<file path="config.mk">
export PLATFORM = sky130hd
export DESIGN_NAME = scanline_sprite_selector_flat
export DESIGN_NICKNAME = d
export VERILOG_FILES = /design/src/hw/rtl/ssel_pkg.sv /design/src/hw/rtl/ssel_if.sv /design/src/hw/rtl/scanline_sprite_selector.sv /design/src/hw/rtl/ssel_front.sv /design/src/hw/rtl/ssel_queue.sv /design/src/hw/rtl/ssel_back.sv /design/src/flat_wrapper.sv
export SDC_FILE = /design/constraint.sdc
export NUM_CORES = 1
export LEC_CHECK = 0
export ABC_AREA = 0
export BUFFER_PORTS_ARGS = -buffer_cell sky130_fd_sc_hd__buf_4
export CORE_ASPECT_RATIO = 0.6
export CORE_MARGIN = 1
export CORE_UTILIZATION = 50
export CTS_CLUSTER_DIAMETER = 120
export CTS_CLUSTER_SIZE = 30
export DETAILED_ROUTE_END_ITERATION = 7
export PLACE_DENSITY = 0.78
export SYNTH_ARGS = -nofsm -noshare
export SYNTH_HDL_FRONTEND = slang
export SYNTH_SLANG_ARGS = --single-unit
</file>
<file path="constraint.sdc">
create_clock -name clk_i -period 4.3 [get_ports clk_i]
set_input_delay 0.86 -clock clk_i [delete_from_list [all_inputs] [get_ports clk_i]]
set_output_delay 0.86 -clock clk_i [all_outputs]
set_load 0.02 [all_outputs]
</file>
<file path="src/hw/rtl/ssel_pkg.sv">
// Shared types and constants for the scanline sprite selector.
// No dependencies; every other file of the block imports this package.
package ssel_pkg;

  // Sizing of the line list and of the scan
  localparam int unsigned SPRITES_PER_LINE   = 96;
  localparam int unsigned SPRITES_PER_SCREEN = 381;

  // Payload field widths
  localparam int unsigned WORD_W   = 16;
  localparam int unsigned LINE_W   = 9;
  localparam int unsigned HGT_W    = 6;
  localparam int unsigned IDX_W    = 9;
  localparam int unsigned SLOT_W   = 7;
  localparam int unsigned COUNT_W  = 7;

  // Internal counter widths, wide enough to hold the cap itself
  localparam int unsigned SCNT_W = $clog2(SPRITES_PER_SCREEN + 1);
  localparam int unsigned SEL_W  = $clog2(SPRITES_PER_LINE + 1);

  // Attribute word layout
  localparam int unsigned YCODE_LSB  = 7;
  localparam int unsigned STICKY_BIT = 6;

  // Height code at or above which a chain covers every line
  localparam logic [HGT_W-1:0] FULL_HEIGHT = 6'h20;
  // Rows per height step, as a shift
  localparam int unsigned ROW_SHIFT = 4;

  // Depth of the queue between front and back
  localparam int unsigned QUEUE_DEPTH = 4;
  localparam int unsigned QPTR_W      = $clog2(QUEUE_DEPTH);
  localparam int unsigned QCNT_W      = $clog2(QUEUE_DEPTH + 1);

  typedef enum logic {
    KIND_ENTRY   = 1'b0,
    KIND_SUMMARY = 1'b1
  } kind_e;

  // One classified item handed from front to back
  typedef struct packed {
    logic                pick;
    logic                last;
    logic [IDX_W-1:0]    sprite_index;
    logic [SLOT_W-1:0]   slot;
    logic [COUNT_W-1:0]  line_count;
  } job_t;

endpackage

</file>
<file path="src/hw/rtl/ssel_if.sv">
// Valid/ready channel interfaces for the scanline sprite selector.
// Depends on ssel_pkg for field widths.
interface ssel_in_if import ssel_pkg::*; ();
  logic                valid;
  logic                ready;
  logic [WORD_W-1:0]   attribute_word;
  logic [LINE_W-1:0]   line_number;
  logic                start_of_scan;
  logic [LINE_W-1:0]   carried_top;
  logic [HGT_W-1:0]    carried_height;
  logic                end_of_scan;

  modport source (
    output valid, attribute_word, line_number, start_of_scan,
           carried_top, carried_height, end_of_scan,
    input  ready
  );
  modport sink (
    input  valid, attribute_word, line_number, start_of_scan,
           carried_top, carried_height, end_of_scan,
    output ready
  );
endinterface

interface ssel_out_if import ssel_pkg::*; ();
  logic                valid;
  logic                ready;
  logic                kind;
  logic [IDX_W-1:0]    sprite_index;
  logic [SLOT_W-1:0]   slot;
  logic [COUNT_W-1:0]  line_count;
  logic                final_res;

  modport source (
    output valid, kind, sprite_index, slot, line_count, final_res,
    input  ready
  );
  modport sink (
    input  valid, kind, sprite_index, slot, line_count, final_res,
    output ready
  );
endinterface

</file>
<file path="src/hw/rtl/scanline_sprite_selector.sv">
// Top level of the scanline sprite selector.
// Depends on ssel_pkg, ssel_if, ssel_front, ssel_queue and ssel_back.
//
// Usage:
//   in_i carries one sprite vertical attribute word per transfer, in sprite
//   order, with the line number and the scan markers. Mark the first word of
//   a scan with start_of_scan (loads the carried chain, clears counters) and
//   the last with end_of_scan.
//   out_o carries results: a selected-sprite entry (kind 0) per picked
//   sprite, and after the last word a count summary (kind 1). final_res is
//   high on the last result a word produces.
// Timing:
//   A word is classified in the cycle it transfers; its job passes through the
//   job queue and the output register to out_o, and waits longer when jobs queue ahead.
//   One word per cycle is taken while the job queue has room; the back end
//   delivers one result per cycle while the receiver is ready, so a word that
//   yields both an entry and a summary holds the back end for both results.
// Reset and stalls:
//   Reset clears the chain, counters, queue and output valid flag. When the
//   receiver holds ready low the output register keeps its result, the
//   queue fills, and in_i.ready drops once it is full (four jobs).
module scanline_sprite_selector import ssel_pkg::*; (
  input  logic       clk_i,
  input  logic       rst_ni,
  ssel_in_if.sink    in_i,
  ssel_out_if.source out_o
);

  logic accept;
  logic push;
  logic pop;
  logic q_empty;
  logic q_full;
  job_t push_job;
  job_t head_job;

  // Take a word whenever the queue can hold what it produces
  assign in_i.ready = !q_full;
  assign accept     = in_i.valid && in_i.ready;

  ssel_front u_front (
    .clk_i            (clk_i),
    .rst_ni           (rst_ni),
    .accept_i         (accept),
    .word_i           (in_i.attribute_word),
    .line_i           (in_i.line_number),
    .start_i          (in_i.start_of_scan),
    .carried_top_i    (in_i.carried_top),
    .carried_height_i (in_i.carried_height),
    .last_i           (in_i.end_of_scan),
    .push_o           (push),
    .job_o            (push_job)
  );

  // Decouple classification from result delivery
  ssel_queue u_queue (
    .clk_i   (clk_i),
    .rst_ni  (rst_ni),
    .push_i  (push),
    .job_i   (push_job),
    .pop_i   (pop),
    .head_o  (head_job),
    .empty_o (q_empty),
    .full_o  (q_full)
  );

  ssel_back u_back (
    .clk_i          (clk_i),
    .rst_ni         (rst_ni),
    .head_i         (head_job),
    .empty_i        (q_empty),
    .pop_o          (pop),
    .ready_i        (out_o.ready),
    .valid_o        (out_o.valid),
    .kind_o         (out_o.kind),
    .sprite_index_o (out_o.sprite_index),
    .slot_o         (out_o.slot),
    .line_count_o   (out_o.line_count),
    .final_res_o    (out_o.final_res)
  );

endmodule

</file>
<file path="src/hw/rtl/ssel_front.sv">
// Front end: keeps the chain and counter state and classifies each word.
// Depends on ssel_pkg; emits job_t records toward the queue.
module ssel_front import ssel_pkg::*; (
  input  logic                clk_i,
  input  logic                rst_ni,
  input  logic                accept_i,
  input  logic [WORD_W-1:0]   word_i,
  input  logic [LINE_W-1:0]   line_i,
  input  logic                start_i,
  input  logic [LINE_W-1:0]   carried_top_i,
  input  logic [HGT_W-1:0]    carried_height_i,
  input  logic                last_i,
  output logic                push_o,
  output job_t                job_o
);

  logic [LINE_W-1:0] top_q, top_d, top_b;
  logic [HGT_W-1:0]  hgt_q, hgt_d, hgt_b;
  logic              vis_q, vis_d, vis_b;
  logic [SCNT_W-1:0] scnt_q, scnt_d, scnt_b;
  logic [SEL_W-1:0]  sel_q, sel_d, sel_b;
  logic              full_q, full_d, full_b;

  logic              active;
  logic              pick;
  logic [LINE_W-1:0] ycode;
  logic [LINE_W-1:0] new_top;
  logic [HGT_W-1:0]  new_hgt;
  logic [LINE_W-1:0] row_ofs;
  logic              new_vis;

  always_comb begin
    // start of scan clears counters and loads the carried chain first
    if (start_i) begin
      top_b  = carried_top_i;
      hgt_b  = carried_height_i;
      vis_b  = 1'b0;
      scnt_b = '0;
      sel_b  = '0;
      full_b = 1'b0;
    end else begin
      top_b  = top_q;
      hgt_b  = hgt_q;
      vis_b  = vis_q;
      scnt_b = scnt_q;
      sel_b  = sel_q;
      full_b = full_q;
    end

    active  = !full_b && (scnt_b < SCNT_W'(SPRITES_PER_SCREEN));
    ycode   = word_i[WORD_W-1:YCODE_LSB];
    new_top = LINE_W'(0) - ycode;
    new_hgt = word_i[HGT_W-1:0];
    row_ofs = line_i - new_top;
    new_vis = (new_hgt != '0) &&
              ((new_hgt >= FULL_HEIGHT) ||
               ({1'b0, row_ofs} < {new_hgt, ROW_SHIFT'(0)}));

    top_d = top_b;
    hgt_d = hgt_b;
    vis_d = vis_b;
    if (active && !word_i[STICKY_BIT]) begin
      top_d = new_top;
      hgt_d = new_hgt;
      vis_d = new_vis;
    end

    pick   = active && vis_d && (hgt_d != '0);
    sel_d  = sel_b + SEL_W'(pick);
    full_d = full_b || (pick && (sel_d >= SEL_W'(SPRITES_PER_LINE)));
    scnt_d = scnt_b + SCNT_W'(active);
  end

  always_ff @(posedge clk_i or negedge rst_ni) begin
    if (!rst_ni) begin
      top_q  <= '0;
      hgt_q  <= '0;
      vis_q  <= 1'b0;
      scnt_q <= '0;
      sel_q  <= '0;
      full_q <= 1'b0;
    end else if (accept_i) begin
      top_q  <= top_d;
      hgt_q  <= hgt_d;
      vis_q  <= vis_d;
      scnt_q <= scnt_d;
      sel_q  <= sel_d;
      full_q <= full_d;
    end
  end

  assign push_o             = accept_i && (pick || last_i);
  assign job_o.pick         = pick;
  assign job_o.last         = last_i;
  assign job_o.sprite_index = scnt_b[IDX_W-1:0];
  assign job_o.slot         = sel_b[SLOT_W-1:0];
  assign job_o.line_count   = sel_d[COUNT_W-1:0];

endmodule

</file>
<file path="src/hw/rtl/ssel_queue.sv">
// Short job queue between front and back ends.
// Depends on ssel_pkg for job_t and the queue depth.
module ssel_queue import ssel_pkg::*; (
  input  logic  clk_i,
  input  logic  rst_ni,
  input  logic  push_i,
  input  job_t  job_i,
  input  logic  pop_i,
  output job_t  head_o,
  output logic  empty_o,
  output logic  full_o
);

  job_t              mem_q [QUEUE_DEPTH];
  logic [QPTR_W-1:0] wr_ptr_q, rd_ptr_q;
  logic [QCNT_W-1:0] cnt_q, cnt_d;

  assign empty_o = (cnt_q == '0);
  assign full_o  = (cnt_q == QCNT_W'(QUEUE_DEPTH));
  assign head_o  = mem_q[rd_ptr_q];

  always_comb begin
    cnt_d = cnt_q + QCNT_W'(push_i) - QCNT_W'(pop_i);
  end

  always_ff @(posedge clk_i) begin
    if (push_i) begin
      mem_q[wr_ptr_q] <= job_i;
    end
  end

  always_ff @(posedge clk_i or negedge rst_ni) begin
    if (!rst_ni) begin
      wr_ptr_q <= '0;
      rd_ptr_q <= '0;
      cnt_q    <= '0;
    end else begin
      if (push_i) wr_ptr_q <= wr_ptr_q + QPTR_W'(1);
      if (pop_i)  rd_ptr_q <= rd_ptr_q + QPTR_W'(1);
      cnt_q <= cnt_d;
    end
  end

  a_no_overflow: assert property (@(posedge clk_i) disable iff (!rst_ni)
    full_o |-> !push_i) else $error("push into full queue");

  a_no_underflow: assert property (@(posedge clk_i) disable iff (!rst_ni)
    empty_o |-> !pop_i) else $error("pop from empty queue");

  a_count_step: assert property (@(posedge clk_i) disable iff (!rst_ni)
    (push_i && !pop_i) |=> (cnt_q == $past(cnt_q) + QCNT_W'(1)))
    else $error("queue count did not advance on push");

  a_head_is_job: assert property (@(posedge clk_i) disable iff (!rst_ni)
    !empty_o |-> (head_o.pick || head_o.last))
    else $error("queue holds a job with no result");

endmodule

</file>
<file path="src/hw/rtl/ssel_back.sv">
// Back end: expands queued jobs into result transfers through an output register.
// Depends on ssel_pkg; drives the result channel.
module ssel_back import ssel_pkg::*; (
  input  logic               clk_i,
  input  logic               rst_ni,
  input  job_t               head_i,
  input  logic               empty_i,
  output logic               pop_o,
  input  logic               ready_i,
  output logic               valid_o,
  output logic               kind_o,
  output logic [IDX_W-1:0]   sprite_index_o,
  output logic [SLOT_W-1:0]  slot_o,
  output logic [COUNT_W-1:0] line_count_o,
  output logic               final_res_o
);

  logic               valid_q;
  logic               second_q, second_d;
  kind_e              kind_q, kind_d;
  logic [IDX_W-1:0]   idx_q, idx_d;
  logic [SLOT_W-1:0]  slot_q, slot_d;
  logic [COUNT_W-1:0] count_q, count_d;
  logic               fin_q, fin_d;
  logic               load;
  logic               summary;

  assign load    = !empty_i && (!valid_q || ready_i);
  // summary goes out when the entry of this job is already sent or there is none
  assign summary = second_q || !head_i.pick;
  assign pop_o   = load && (summary || !head_i.last);

  always_comb begin
    second_d = second_q;
    kind_d   = kind_q;
    idx_d    = idx_q;
    slot_d   = slot_q;
    count_d  = count_q;
    fin_d    = fin_q;
    if (load) begin
      second_d = !summary && head_i.last;
      count_d  = head_i.line_count;
      if (summary) begin
        kind_d = KIND_SUMMARY;
        idx_d  = '0;
        slot_d = '0;
        fin_d  = 1'b1;
      end else begin
        kind_d = KIND_ENTRY;
        idx_d  = head_i.sprite_index;
        slot_d = head_i.slot;
        fin_d  = !head_i.last;
      end
    end
  end

  always_ff @(posedge clk_i or negedge rst_ni) begin
    if (!rst_ni) begin
      valid_q  <= 1'b0;
      second_q <= 1'b0;
    end else begin
      if (load) begin
        valid_q <= 1'b1;
      end else if (ready_i) begin
        valid_q <= 1'b0;
      end
      second_q <= second_d;
    end
  end

  always_ff @(posedge clk_i) begin
    kind_q  <= kind_d;
    idx_q   <= idx_d;
    slot_q  <= slot_d;
    count_q <= count_d;
    fin_q   <= fin_d;
  end

  assign valid_o        = valid_q;
  assign kind_o         = kind_q;
  assign sprite_index_o = idx_q;
  assign slot_o         = slot_q;
  assign line_count_o   = count_q;
  assign final_res_o    = fin_q;

endmodule
</file>
<file path="src/flat_wrapper.sv">
// flat-port wrapper written by rule: the top's interface ports become plain ports
module scanline_sprite_selector_flat import ssel_pkg::*;
  (clk_i, rst_ni, in_i_valid, in_i_attribute_word, in_i_line_number, in_i_start_of_scan, in_i_carried_top, in_i_carried_height, in_i_end_of_scan, in_i_ready, out_o_valid, out_o_kind, out_o_sprite_index, out_o_slot, out_o_line_count, out_o_final_res, out_o_ready);
  ssel_in_if in_i_i ();
  ssel_out_if out_o_i ();
  input  logic clk_i;
  input  logic rst_ni;
  input wire logic [$bits(in_i_i.valid)-1:0] in_i_valid;
  input wire logic [$bits(in_i_i.attribute_word)-1:0] in_i_attribute_word;
  input wire logic [$bits(in_i_i.line_number)-1:0] in_i_line_number;
  input wire logic [$bits(in_i_i.start_of_scan)-1:0] in_i_start_of_scan;
  input wire logic [$bits(in_i_i.carried_top)-1:0] in_i_carried_top;
  input wire logic [$bits(in_i_i.carried_height)-1:0] in_i_carried_height;
  input wire logic [$bits(in_i_i.end_of_scan)-1:0] in_i_end_of_scan;
  output wire logic [$bits(in_i_i.ready)-1:0] in_i_ready;
  output wire logic [$bits(out_o_i.valid)-1:0] out_o_valid;
  output wire logic [$bits(out_o_i.kind)-1:0] out_o_kind;
  output wire logic [$bits(out_o_i.sprite_index)-1:0] out_o_sprite_index;
  output wire logic [$bits(out_o_i.slot)-1:0] out_o_slot;
  output wire logic [$bits(out_o_i.line_count)-1:0] out_o_line_count;
  output wire logic [$bits(out_o_i.final_res)-1:0] out_o_final_res;
  input wire logic [$bits(out_o_i.ready)-1:0] out_o_ready;
  assign in_i_i.valid = in_i_valid;
  assign in_i_i.attribute_word = in_i_attribute_word;
  assign in_i_i.line_number = in_i_line_number;
  assign in_i_i.start_of_scan = in_i_start_of_scan;
  assign in_i_i.carried_top = in_i_carried_top;
  assign in_i_i.carried_height = in_i_carried_height;
  assign in_i_i.end_of_scan = in_i_end_of_scan;
  assign in_i_ready = in_i_i.ready;
  assign out_o_valid = out_o_i.valid;
  assign out_o_kind = out_o_i.kind;
  assign out_o_sprite_index = out_o_i.sprite_index;
  assign out_o_slot = out_o_i.slot;
  assign out_o_line_count = out_o_i.line_count;
  assign out_o_final_res = out_o_i.final_res;
  assign out_o_i.ready = out_o_ready;
  scanline_sprite_selector u_core (.clk_i(clk_i), .rst_ni(rst_ni), .in_i(in_i_i), .out_o(out_o_i));
endmodule
</file>
== Yosys cells after proc, flatten, opt, wreduce, memory -nomap -nowiden ==
Memory sizes are Yosys's and may differ from the RTL's.
Cells that the tools add are included.

* Add/subtract/negate cells: 8
* Magnitude comparators: 4
* Eq/ne operators: 1
* Multiplexer cells: 12
* Reduce and logical (&&, ||, !) cells: 29

{| class="wikitable"
|+ Operators with widths
! cell !! number
|-
| 2-to-1 mux 6 bit || 2
|-
| nonzero test 6 bit || 2
|-
| logical AND 1 bit || 11
|-
| < comparator 9 x 10 -> 1 bit || 1
|-
| adder 9 x 1 -> 9 bit || 1
|-
| < comparator 9 bit, second input constant || 1
|-
| 2-to-1 mux 9 bit || 1
|-
| subtractor 1 x 9 -> 9 bit, first input constant || 1
|-
| subtractor 9 bit || 1
|-
| logical NOT 1 bit || 8
|-
| 2-to-1 mux 1 bit || 8
|-
| adder 7 x 1 -> 7 bit || 1
|-
| >= comparator 7 bit, second input constant || 1
|-
| 2-to-1 mux 7 bit || 1
|-
| >= comparator 6 bit, second input constant || 1
|-
| logical OR 1 bit || 6
|-
| adder 2 x 1 -> 2 bit, second input constant || 2
|-
| adder 3 x 1 -> 3 bit || 1
|-
| == test 3 bit, second input constant || 1
|-
| logical NOT 3 bit || 1
|-
| subtractor 3 x 1 -> 3 bit || 1
|-
| nonzero test 2 bit || 1
|}

* Register bits: 58
* RAM bits: 100
* Input bits: 46
* Output and inout bits: 27
* Logic and storage cells: 70
* Memories: 1

{| class="wikitable"
|+ Memories
! memory !! depth !! bits a word !! rd ports !! clocked after Yosys merged registers in !! wr ports !! RTL line !! source
|-
| u_core.u_queue.mem_q || 4 || 25 || 1 || 0 || 1 || ssel_queue.sv:14 || <nowiki>job_t mem_q [QUEUE_DEPTH];</nowiki>
|}

== Logic depth before layout (Yosys ltp) ==
Gate-level depths: netlist of the first run.

* Depth in word-level cells: 12
* Depth in mapped cells: 22
* Gate-level depth less buffers: 22

== Hierarchy ==
From an unflattened synthesis of the first run, not the netlist that was laid out.

* Cell total of the unflattened synthesis: 402
* Area total of the unflattened synthesis: 6761.5 um2

{| class="wikitable"
|+ By module, submodules not included
! module !! instances !! cells an instance !! area an instance (um2) !! seq. area each (um2)
|-
| ssel_queue || 1 || 165 || 4043.9 || 3178.0
|-
| ssel_front || 1 || 181 || 1724.2 || 600.6
|-
| ssel_back || 1 || 54 || 983.4 || 800.8
|-
| scanline_sprite_selector || 1 || 2 || 10.0 || 0.0
|}

== Worst setup path after synthesis of the first run ==
OpenSTA, ideal clock, no wires.

* Kind: input port to flip-flop
* Start point: input in_i_line_number[2]
* End point: register u_core.u_front.full_q
* Setup time: 0.096 ns
* Arrival: 4.568 ns
* Required time: 4.204 ns
* Slack: -0.363 ns
* Stages on the path: 22
* Buffers on the path: 0
* Path through: ha_1 a21oi_1 a21boi_0 o21a_1 o21ai_0 a21oi_1 xnor2_1 ha_1 nor2b_1 o2111ai_1 a311oi_1 nand2_1 a311oi_4 nor2_1 ha_1 ha_1 and3_1 nand3_1 xor2_1 nor2_1 nand3_1 o31ai_1

{| class="wikitable"
|+ RTL lines
! item !! RTL line !! source
|-
| start: declaration || flat_wrapper.sv:10 || <nowiki>input wire logic [$bits(in_i_i.line_number)-1:0] in_i_line_number;</nowiki>
|-
| end signal: assignment || ssel_front.sv:88 || <nowiki>full_q <= full_d;</nowiki>
|-
| end: declaration || ssel_front.sv:22 || <nowiki>logic full_q, full_d, full_b;</nowiki>
|}

== Worst setup path after layout of the first run ==
* Start point: input in_i_attribute_word[9]
* End point: register u_core.u_queue.cnt_q[2]

* Cells in the longest elaborated chain, start to end: 12

{| class="wikitable"
|+ Ends and longest elaborated chain
! item !! RTL line !! source
|-
| start: declaration || flat_wrapper.sv:9 || <nowiki>input wire logic [$bits(in_i_i.attribute_word)-1:0] in_i_attribute_word;</nowiki>
|-
| subtractor 1 x 9 -> 9 bit || ssel_front.sv:52 || <nowiki>new_top = LINE_W'(0) - ycode;</nowiki>
|-
| subtractor 9 bit || ssel_front.sv:54 || <nowiki>row_ofs = line_i - new_top;</nowiki>
|-
| < comparator 9 x 10 -> 1 bit || ssel_front.sv:57 || <nowiki>({1'b0, row_ofs} < {new_hgt, ROW_SHIFT'(0)}));</nowiki>
|-
| logical OR 1 bit || ssel_front.sv:56 || <nowiki>((new_hgt >= FULL_HEIGHT) ||</nowiki>
|-
| logical AND 1 bit || ssel_front.sv:55 || <nowiki>new_vis = (new_hgt != '0) &&</nowiki>
|-
| 2-to-1 mux 1 bit || ssel_front.sv:62 || <nowiki>if (active && !word_i[STICKY_BIT]) begin</nowiki>
|-
| logical AND 1 bit (2 in a row) || ssel_front.sv:68 || <nowiki>pick = active && vis_d && (hgt_d != '0);</nowiki>
|-
| logical OR 1 bit || ssel_front.sv:92 || <nowiki>assign push_o = accept_i && (pick || last_i);</nowiki>
|-
| logical AND 1 bit || ssel_front.sv:92 ||
|-
| adder 3 x 1 -> 3 bit || ssel_queue.sv:23 || <nowiki>cnt_d = cnt_q + QCNT_W'(push_i) - QCNT_W'(pop_i);</nowiki>
|-
| subtractor 3 x 1 -> 3 bit || ssel_queue.sv:23 ||
|-
| via u_core.u_queue.cnt_d[2] || ssel_queue.sv:16 || <nowiki>logic [QCNT_W-1:0] cnt_q, cnt_d;</nowiki>
|-
| end signal: assignment || ssel_queue.sv:40 || <nowiki>cnt_q <= cnt_d;</nowiki>
|-
| end: declaration || ssel_queue.sv:16 ||
|}

The timed path passes the listed nets, and every way through them passes these cells.
A chain may end at the register's enable or synchronous reset.

==> reports/results.ini, run 1 <==
[timing]
finalHoldViolCount=0
fmaxAchievable_ghz=0.233
finalHoldWorstSlack_ps=385
relSlewSlack_pct=34.8
maxSlewViolCount=0
tightest_slew_ps=965
period_needed_ps=4290
setup_viol=0
clock_skew_ps=18.7
rsz0062_at_grt=yes
post-route-period-util_pct=99.8

[power]
leakagePower_uw=0.00325
finalPower_uw=5350
power_frac_comb_pct=30.2
power_density_nw_per_um2=626
ir_drop_uv=363
power_frac_clock_pct=27.3
switching_power_uw=1610
swShare_pct=30.1
intPower_uw=3740
pwr-share-seq_pct=42.5

[final_layout]
drive_above_1_share_pct=35.2
area_growth_pct=26.9
nFillCells=901
layoutNonFillerInstCount=727
fin_nets=612
final_area_um2=8540
diodes=0

[global_route]
grt.overflow.total=0
grt_util_met3_pct=5.27
grt_busiest_layer=met2
grt_pass1_wl_um=21400
grt_max_degree=34
grt_use_met1_pct=29.0
gr-usage-met2_pct=33.8
grt_pass1_vias=4117
track_usage_pct=21.3
antenna_found_initial=0

[clock_tree]
numCtsBuffers=17
clock-root-buffer=clkbuf_16
cts_buffer_depth=2
htreeDepth=4
clock_latency_ps=430
tritoncts=done
clk_pin_slew_ps=60
cts_sinks=158

[synth]
yosys_warnings=0
synth_most_common_cell=edfxtp_1
synth_compound_area_share_pct=5.28
yosys.area_share.simple_pct=9.94
synthArstFlopShare_pct=20.9
synth_top_area_share_pct=55.8
synthXorXnorAreaFrac_pct=1.95
synth_mux_area_share_pct=8.75
ys.flop_type=edfxtp_1
synth_fa_ha_area_share_pct=4.20
synth_fp_nets=505
synth_common_cells=edfxtp_1, nand2_1, nor2b_1
synth.distinct_cells=45
synth_area_leaders=edfxtp_1, dfrtp_1, mux4_2
yosysTopAreaCell=edfxtp_1
syn_avg_cell_area_um2=15.4
synth-seq-cells=158
yosysSeqAreaShare_pct=68.0
synth_top_family_by_area=simple AND/OR/NAND/NOR gates
synth_edf_count=125
synth_cells=437
netlist_area_um2=6730

[drt]
drt-wirelength-per-cell_um=18.8
via_per_inst=5.59
totalWireLength_um=13600
drc=0
ant_nets=0
drt_pre_antenna_iters=4
drtIter0Drc=271
vias=4066

[min_path]
hold_path.class=input pin to async pin

[critical_path]
required_ps=4600
critPathMaxFanout=2
arrival_ps=4590
end_kind=flop
crit_type=input pin to flop
critPathLaunchType=input pin

[floorplan]
die_width_um=152
die_area_um2=13900
rows=32
fp.dieH_um=91.9
core_um2=13000
initial_core_util_pct=51.9
io-pin-count=73

[placed_design]
dpl.cell_count=688
placed_cell_area_um2=7700
numPortBuffers=63
dp_hpwl_um=8780
gp_congestion=0.837

[run_status]
status=finished clean

[flow_run]
maxCapViolCount=0

## cells by family (layout without fill, tap and decap cells)
logic type,count (synthesis),in the layout
compound gates,54,54
xor+xnor,15,15
fa+ha+maj,22,22
buf+inv,30,150
flops,158,158
mux,27,27
simple gates,131,131
## state kept, by name, indices dropped and copies added, names as in the netlist, 2 cells and up
register and cells:
u_core.u_queue.mem_q 100, u_core.u_front.sel_q 7, u_core.u_queue.cnt_q 3, u_core.u_back.sprite_index_o 9, u_core.u_queue.wr_ptr_q 2, u_core.u_front.scnt_q 9, u_core.u_back.slot_o 7, u_core.u_queue.rd_ptr_q 2
u_core.u_back.line_count_o 7, u_core.u_front.hgt_q 6
## power groups by stage
stage,sequential [uW],combinational (uW),clock (uW)
floorplan,2400,864,0
global placement,2280,1520,0
detailed placement,2300,1580,0
CTS,2270,1590,1480
global route,2310,1760,1550
finish,2270,1620,1460
## cells in the final DEF, fill, tap and decap left out, types with 6 or more instances in the layout
cell type  Yosys  routed
nor2_1        21      16
xnor2_1       10       7
a21oi_2        1       6
buf_4          0      90
nor2b_1       36      35
edfxtp_1     125     125
clkbuf_16      0      17
o21ai_0       13      12
nor3_1         9       9
mux4_2        25      25
buf_6          1       8
dfrtp_1       33      33
a21oi_1       19      14
ha_1          21      16
nand2_1       38      36
o22ai_1        6       6
inv_1         15      15
## metrics by stage
step                utilization (%)  setup WS (ps)  setup TNS [ps]
finish                         65.8           8.62               0
global route                   65.8           -238           -1890
CTS                            64.3          -1.47           -1.47
detailed placement             59.3           -662          -10660
global placement               59.3           -480           -6890
floorplan                         -          -73.1            -152
## timing repair
item,CTS,global route
buffers inserted,3,4
pin swaps,17,15
endpoints found under the setup margin,6,28
gates resized for setup,10,29
hold buffers,0,0
## final timing paths
check | startpoint | endpoint | slack, ps | cells past startpoint
setup / recovery | in_i_attribute_word[9] | u_core.u_queue.cnt_q[2] | 9 | 24
hold / removal | rst_ni | u_core.u_front.hgt_q[3] | 390 | 1
setup reg to reg | u_core.u_front.scnt_q[2] | u_core.u_front.full_q | 1150 | 14
hold reg to reg | u_core.u_front.vis_q | u_core.u_front.vis_q | 490 | 1
max in group asynchronous | rst_ni | u_core.u_queue.rd_ptr_q[0] | 3570 | 1
min in group clk_i | u_core.u_front.vis_q | u_core.u_front.vis_q | 490 | 1
## critical path, cell delays in order
cell and delay [ps]:
buf_6 90, ha_4 260, nand4_1 140, a21boi_2 180
o21a_1 170, o21ai_2 70, a21oi_2 130, xnor2_1 100
ha_1 290, nor2b_4 160, o2111ai_2 100, a311oi_1 230
nand2_1 140, a311oi_4 330, buf_4 170, a21oi_2 50
inv_1 50, ha_1 210, inv_1 50, ha_1 120
inv_1 40, fa_2 350, xnor2_2 150, xnor2_1 130
## per-layer routing
layer / routed length (um) / vias to the layer above
met4: 147 / 0
met1: 6080 / 2072
li1: - / 1855
met2: 6780 / 124
met3: 641 / 15
met5: 0 / -
## area by class of cell
cell class	count	area (um^2)	share of cell area, %
clock buffer	19	433	5.07
clock inverter	13	140	1.64
inverter	15	56.3	0.659
multi-input combinational	249	2250	26.4
sequential	158	4580	53.6
tap	170	213	2.49
timing repair buffer	103	866	10.1
No activity file was read; power rests on OpenSTA's default activity.
==> run 2: changes to the inputs <==
Settings changed: REMOVE_ABC_BUFFERS set to 1, SKIP_LAST_GASP set to 1.
==> reports/results.ini, run 2 (synthesis gave the netlist of run 1 again) <==
[run_status]
status=finished with violations
violations=negative setup slack

[critical_path]
crit_type=input pin to flop
r2r_cells=14  ; unchanged
critPathLaunchType=input pin
crit_chain=buf_6 -> ha_4 -> nand4_1 -> a21boi_2 -> o21a_1 -> o21ai_2 -> nand2b_1 -> buf_6 -> xor2_2 -> ha_1 -> o2111ai_2 -> a311oi_1 -> nand2_1 -> a311oi_4 -> buf_4 -> a21oi_4 -> inv_1 -> ha_1 -> inv_1 -> ha_2 -> inv_2 -> fa_2 -> xnor2_2 -> xnor2_1
slowest_stage=fa_2
end_kind=flop
critPathMaxFanout=3  ; +1
arrival_ps=4690  ; +100 ps
cpPeakStageDelay_ps=360  ; about the same
reg2reg_to=u_core.u_queue.cnt_q[2]
required_ps=4600  ; about the same
reg2reg_slack_ps=960  ; -190 ps
r2r_start=u_core.u_front.scnt_q[2]

[timing]
tightest_slew_ps=1070  ; +108 ps
post-route-period-util_pct=102  ; +2.2 points
relSlewSlack_pct=27.6  ; -7.3 points
setup_viol=11  ; +11
setup_ws_ps=-86.1  ; -94.7 ps
clock_skew_ps=7.14  ; -11.6 ps
finalHoldWorstSlack_ps=385  ; -0.815 ps
period_needed_ps=4390  ; +94.7 ps
finalHoldViolCount=0  ; unchanged
fmaxAchievable_ghz=0.228  ; -2.2%
rsz0062_at_grt=yes
maxSlewViolCount=0  ; unchanged

[final_layout]
top_register=u_core.u_queue.mem_q
final_area_um2=8620  ; +0.89%
nFillCells=877  ; -2.7%
seq_area_um2=4580  ; unchanged
area_growth_pct=28.0
diodes=0  ; unchanged
drive_above_1_share_pct=36.0  ; +0.80 points
final_common_cell=edfxtp_1
multiInputGateArea_um2=2230  ; -1.1%
layoutNonFillerInstCount=734  ; +0.96%
final_cell_mix=edfxtp_1, buf_4, nand2_1
largest_register_ffs=100  ; unchanged
fin_nets=619  ; +1.1%
post-route-util_pct=66.4  ; +0.59 points

[placed_design]
numPortBuffers=63  ; unchanged
dpl.cell_count=690  ; +0.29%
gp_congestion=0.877  ; +4.8%
placed_cell_area_um2=7670  ; -0.42%
dp_hpwl_um=8900  ; +1.4%

[flow_run]
maxCapViolCount=0  ; unchanged

[drt]
drt-wirelength-per-cell_um=19.1  ; +1.9%
via_per_inst=5.63  ; +0.70%
drtIter0Drc=368  ; +36%
drc=0  ; unchanged
totalWireLength_um=14000  ; +2.9%
drt_pre_antenna_iters=5  ; +1
vias=4134  ; +1.7%
ant_nets=0  ; unchanged

[clock_tree]
tritoncts=done
clock_latency_ps=420  ; about the same
clock-root-buffer=clkbuf_16
cts_buffer_depth=2  ; unchanged
numCtsBuffers=17  ; unchanged
htreeDepth=4  ; unchanged
hold_buffers=0  ; unchanged
cts_sinks=158  ; unchanged
clk_pin_slew_ps=60  ; about the same

[power]
ir_drop_uv=348  ; -3.9%
leakagePower_uw=0.00331  ; +1.8%
power_density_nw_per_um2=643  ; +2.7%

[floorplan]
fp.dieH_um=91.9  ; unchanged
die_width_um=152  ; unchanged
io-pin-count=73  ; unchanged
die_area_um2=13900  ; unchanged
core_um2=13000  ; unchanged
initial_core_util_pct=51.9  ; unchanged
rows=32  ; unchanged

[global_route]
grt.overflow.total=0  ; unchanged
grt_max_degree=34  ; unchanged
grt_pass1_wl_um=22000  ; +2.8%
antenna_found_initial=0  ; unchanged
track_usage_pct=21.7  ; +0.41 points
grt_pass1_vias=4284  ; +4.1%

[min_path]
hold_path.class=input pin to async pin

==> run 2: cell types whose count changed in the layout (fill, tap and decap cells not counted), moves of 2 or more <==
cell / previous run / this run
inv_2: 0 / 2
inv_1: 15 / 13
clkinv_1: 2 / 0
xnor2_4: 2 / 0
buf_4: 90 / 101
bufinv_16: 2 / 5
nor2_1: 16 / 18
clkinv_4: 3 / 1
a21oi_2: 6 / 4
buf_6: 8 / 5
a21oi_4: 0 / 2
==> run 2: area by class of cell <==
type	instances	share of cell area, %
clock buffer	20	5.07
clock inverter	12	2.41
inverter	15	0.653
multi-input combinational	249	25.9
sequential	158	53.1
tap	170	2.47
timing repair buffer	110	10.4
==> run 2: critical path, delay by kind of cell <==
family / cells / cell delay (ps)
fa+ha+maj: 5 / 1270
compound gates: 7 / 1190
buf+inv: 6 / 580
xor+xnor: 3 / 410
simple gates: 3 / 380
==> run 2: metrics by stage <==
step | setup WS, ps | setup TNS (ps) | power (uW)
detailed placement | -772 | -33930 | 3860
floorplan | -373 | -7020 | 3230
global placement | -656 | -24000 | 3790
CTS | -7.70 | -7.70 | 5520
global route | -310 | -3600 | 5810
finish | -86.1 | -278 | 5540
==> run 2: worst max-delay path by stage <==
stage / startpoint / end / slack [ps] / cells past startpoint
after floorplan: in_i_line_number[2] / u_core.u_front.full_q / -370 / 22
after global placement: in_i_line_number[2] / u_core.u_queue.mem_q[2][6] / -660 / 22
after detailed placement: in_i_line_number[2] / u_core.u_queue.mem_q[2][6] / -770 / 22
after CTS: in_i_line_number[2] / u_core.u_front.full_q / -8 / 23
after global routing: in_i_line_number[2] / u_core.u_queue.cnt_q[2] / -310 / 24
final: in_i_attribute_word[9] / u_core.u_queue.cnt_q[2] / -90 / 24
==> run 2: what timing repair did <==
item | in CTS | in global routing
resized for setup | 12 | 32
hold endpoints to repair | 0 | 0
buffers inserted | 4 | 9
setup endpoints to repair | 27 | 23
pin swaps | 6 | 30
==> run 2: where the power goes <==
part | internal [uW] | leakage, uW | total [uW] | switching (uW)
clock | 1040 | 0.000307 | 1630 | 595
sequential | 2120 | 0.00160 | 2280 | 161
combinational | 770 | 0.00141 | 1630 | 861
==> run 2: per-layer routing <==
layer	share of wire [%]	up-vias	GRT usage [%]
met1	44	2112	29.5
met4	0.93	0	6.27
met2	49	135	34.6
met5	0	-	0
met3	5.9	22	5.62
li1	-	1865	-
